===== src/rtl/aga_ram.sv =====
module aga_ram #(
  parameter int unsigned AW    = 5,
  parameter int unsigned WIDTH = 8
) (
  input  logic             clk_i,
  input  logic             we_i,
  input  logic [AW-1:0]    waddr_i,
  input  logic [WIDTH-1:0] wdata_i,
  input  logic [AW-1:0]    raddr_i,
  output logic [WIDTH-1:0] rdata_o
);

  localparam int unsigned DEPTH = 1 << AW;

  logic [WIDTH-1:0] mem_q [DEPTH];
  logic [WIDTH-1:0] rdata_q;

  always_ff @(posedge clk_i) begin
    if (we_i) begin
      mem_q[waddr_i] <= wdata_i;
    end
    rdata_q <= mem_q[raddr_i];
  end

  assign rdata_o = rdata_q;

endmodule


===== config.mk =====
export PLATFORM = sky130hd
export DESIGN_NAME = aga_ram
export DESIGN_NICKNAME = d
export VERILOG_FILES = /design/src/rtl/aga_ram.sv
export SDC_FILE = /design/constraint.sdc
export NUM_CORES = 1
export LEC_CHECK = 0
export BUFFER_PORTS_ARGS = -buffer_cell sky130_fd_sc_hd__buf_2
export CORE_ASPECT_RATIO = 0.5
export CORE_MARGIN = 3
export CORE_UTILIZATION = 50
export CTS_BUF_LIST = sky130_fd_sc_hd__clkbuf_4
export DETAILED_ROUTE_END_ITERATION = 10
export GPL_TIMING_DRIVEN = 0
export PLACE_DENSITY = 0.64
export REMOVE_ABC_BUFFERS = 1
export SLEW_MARGIN = 20
export SYNTH_ARGS = -nofsm -noshare
export SYNTH_HDL_FRONTEND = slang
export SYNTH_SLANG_ARGS = --single-unit

===== constraint.sdc =====
create_clock -name clk_i -period 4.25 [get_ports clk_i]
set_input_delay 0.85 -clock clk_i [delete_from_list [all_inputs] [get_ports clk_i]]
set_output_delay 0.85 -clock clk_i [all_outputs]
set_load 0.05 [all_outputs]

==> flow_metrics.py <==
metrics = {
    "global_routing": {
        "grt_use_total_pct": 19.40,
        "grt_first_pass_wirelength_um": 30710,
        "grt_pass1_vias": 4870,
        "antenna_found_initial": 1,
        "overflow": 0,
        "grt_max_degree": 38,
    },
    "cts": {
        "numCtsBuffers": 57,
        "hold_buffers": 0,
        "cts_tree": "built",
        "cts.sinks": 264,
        "postCtsSetupBuffers": 0,
        "h-tree-depth": 2,
        "ctsResizeCount": 0,
        "clk_pin_slew_ns": 0.07,
        "clock_latency_ns": 0.62,
        "cts_root_buf": "clkbuf_4",
        "cts.path.max_buffers": 3,
    },
    "setup_path": {
        "path_depth": 5,
        "worstPathArrival_ns": 2.99,
        "worst-r2r-setup-slack_ns": 2.43,
        "start_kind": "primary input",
        "cp_max_fo": 37,
        "critical-path-slowest-cell": "mux4_2",
        "worstPathCellList": "buf_6 > buf_16 > mux4_2 > mux4_2 > mux2_2",
        "reg2reg_to": "rdata_o[6]",
        "timing.rr.start": "mem_q[5][6]",
        "max_stage_delay_ns": 0.59,
        "rr_worst_depth": 3,
        "worstSetupPathType": "primary input to flop",
        "required_ns": 4.75,
        "crit_top_cell": "mux4_2",
        "end_kind": "flop",
        "path_buf_inv": 2,
        "crit_family": "multiplexers",
    },
    "final_layout": {
        "seqCellArea_mm2": 0.007848,
        "fin_cells": 788,
        "multi_input_area_mm2": 0.002100,
        "final_cell_mix": "edfxtp_1 (256), clkbuf_4 (95), mux4_2 (80), nor2_1 (33), buf_2 (25)",
        "fin_util_pct": 58.82,
        "drive_gt1_share_pct": 40.91,
        "area_growth_pct": 11.45,
        "fin_nets": 505,
        "final_common_cell": "edfxtp_1",
        "fillers": 1368,
    },
    "route": {
        "ant_nets": 0,
        "drc_errors": 0,
        "via_per_inst": 5.731,
        "wl_per_cell_um": 25.10,
        "via_count": 4516,
        "drt-pass1-iter-count": 5,
        "drt-initial-drc-count": 457,
        "drt-total-wl_um": 19780,
    },
    "pwr": {
        "power_mw": 5.103,
        "vdd_drop_max_uv": 209.9,
        "power_density_mw_per_mm2": 455.4,
        "leakage_nw": 3.549,
    },
    "timing": {
        "tns_ns": 0,
        "setup_slack_ns": 1.769,
        "slew_viol_final": 0,
        "finalHoldViolations": 0,
        "rsz0062_at_grt": "no",
        "finClkSkew_ns": 0.02335,
        "tightest_slew_ns": 0.9834,
        "period_minus_slack_ns": 2.481,
        "slew_headroom_pct": 34.20,
        "finalSetupViolations": 0,
        "period_share_pct": 58.38,
        "max_freq_mhz": 403.1,
    },
    "place": {
        "place_congestion": 0.7563,
        "dp.cells": 685,
        "port_buffers": 27,
        "pre_cts_ws_ns": 1.121,
        "dp_hpwl_um": 12080,
    },
    "worst_hold_path": {
        "worstHoldPathType": "primary input to flop",
        "holdPathStages": 2,
        "min-delay-start": "raddr_i[3]",
        "hold_end": "rdata_o[2]",
    },
    "synthesis": {
        "synth_area_leaders": "edfxtp_1 (76%), mux4_2 (18%), dfxtp_1 (1.6%)",
        "yosysUniqueCellTypes": 15,
        "seq_area_frac_synth_pct": 78.06,
        "synth.largest_area_cell": "edfxtp_1",
        "syn_area_per_cell_um2": 24.11,
        "yosys_warnings": 0,
        "syn_inst": 417,
        "syn-cell-area_mm2": 0.01005,
        "yosys.area.top_type_share_pct": 76.47,
        "synth-seq-cells": 264,
    },
    "floorplan": {
        "die_h_um": 106.3,
        "dieArea_mm2": 0.02195,
        "initial_utilization_pct": 52.78,
        "die_width_um": 206.5,
        "placeableCoreArea_mm2": 0.01905,
        "std_cell_rows": 35,
        "io_pins": 28,
    },
    "flow_run": {
        "max_cap_violations": 0,
    },
    "status": {
        "outcome": "complete, no violations",
    },
}
==> per-layer routing <==
layer  wire length [um]  global-route usage, %  vias to the layer above
li1                   -                      -                     1950
met1               8226                  27.25                     2379
met2               9805                  30.55                      171
met3               1585                  5.598                       16
met4                162                  4.790                        0
met5                  0                      0                        -
==> where the power goes <==
part | internal [mW] | total (mW) | switching [mW]
sequential | 2.89 | 2.90 | 0.00930
combinational | 0.117 | 0.303 | 0.186
clock | 1.00 | 1.90 | 0.898
==> cell usage after synthesis, drive strengths merged <==
library cell	instances
nand3b	5
or3	1
mux4	80
edfxtp	256
clkbuf	6
or3b	3
mux2	8
nand3	2
buf	14
dfxtp	8
nand2	1
nor2	33
==> through the flow <==
stage	area [um^2]	hold slack, ns
after floorplan	9947	0.8651
after global placement	10410	0.9216
after detailed placement	10460	0.9118
after CTS	11200	0.5759
after global routing	11200	0.5773
final	11200	0.6393
==> registers in the layout, summed over array words and instances (netlist names) <==
register and flops:
rdata_o 8, mem_q 256
==> cell type report <==
class | count | share of cell area, %
Multi-Input combinational cell | 133 | 18.74
Clock inverter | 7 | 0.2345
Clock buffer | 95 | 6.365
Tap cell | 259 | 2.892
Sequential cell | 264 | 70.04
Antenna cell | 1 | 0.02233
Timing Repair Buffer | 29 | 1.709
==> logic make-up (layout without fill, tap and decap cells) <==
family,Yosys count,count (layout),synth area share (%)
muxes,88,88,18.82
other,0,1,0
and+or+nand+nor,45,45,2.066
DFF,264,264,78.06
buffers and inverters,20,131,1.058
==> how the worst max path moves through the flow <==
stage               start          end  slack, ns
2_1_floorplan  waddr_i[1]  mem_q[0][0]       2.08
3_3_place_gp   raddr_i[0]   rdata_o[1]       0.01
5_1_grt        raddr_i[0]   rdata_o[1]       1.73
6_report       raddr_i[0]   rdata_o[1]       1.77
4_1_cts        raddr_i[0]   rdata_o[1]       1.80
3_5_place_dp   raddr_i[0]   rdata_o[1]       1.12
No activity file was read; power rests on OpenSTA's default activity.
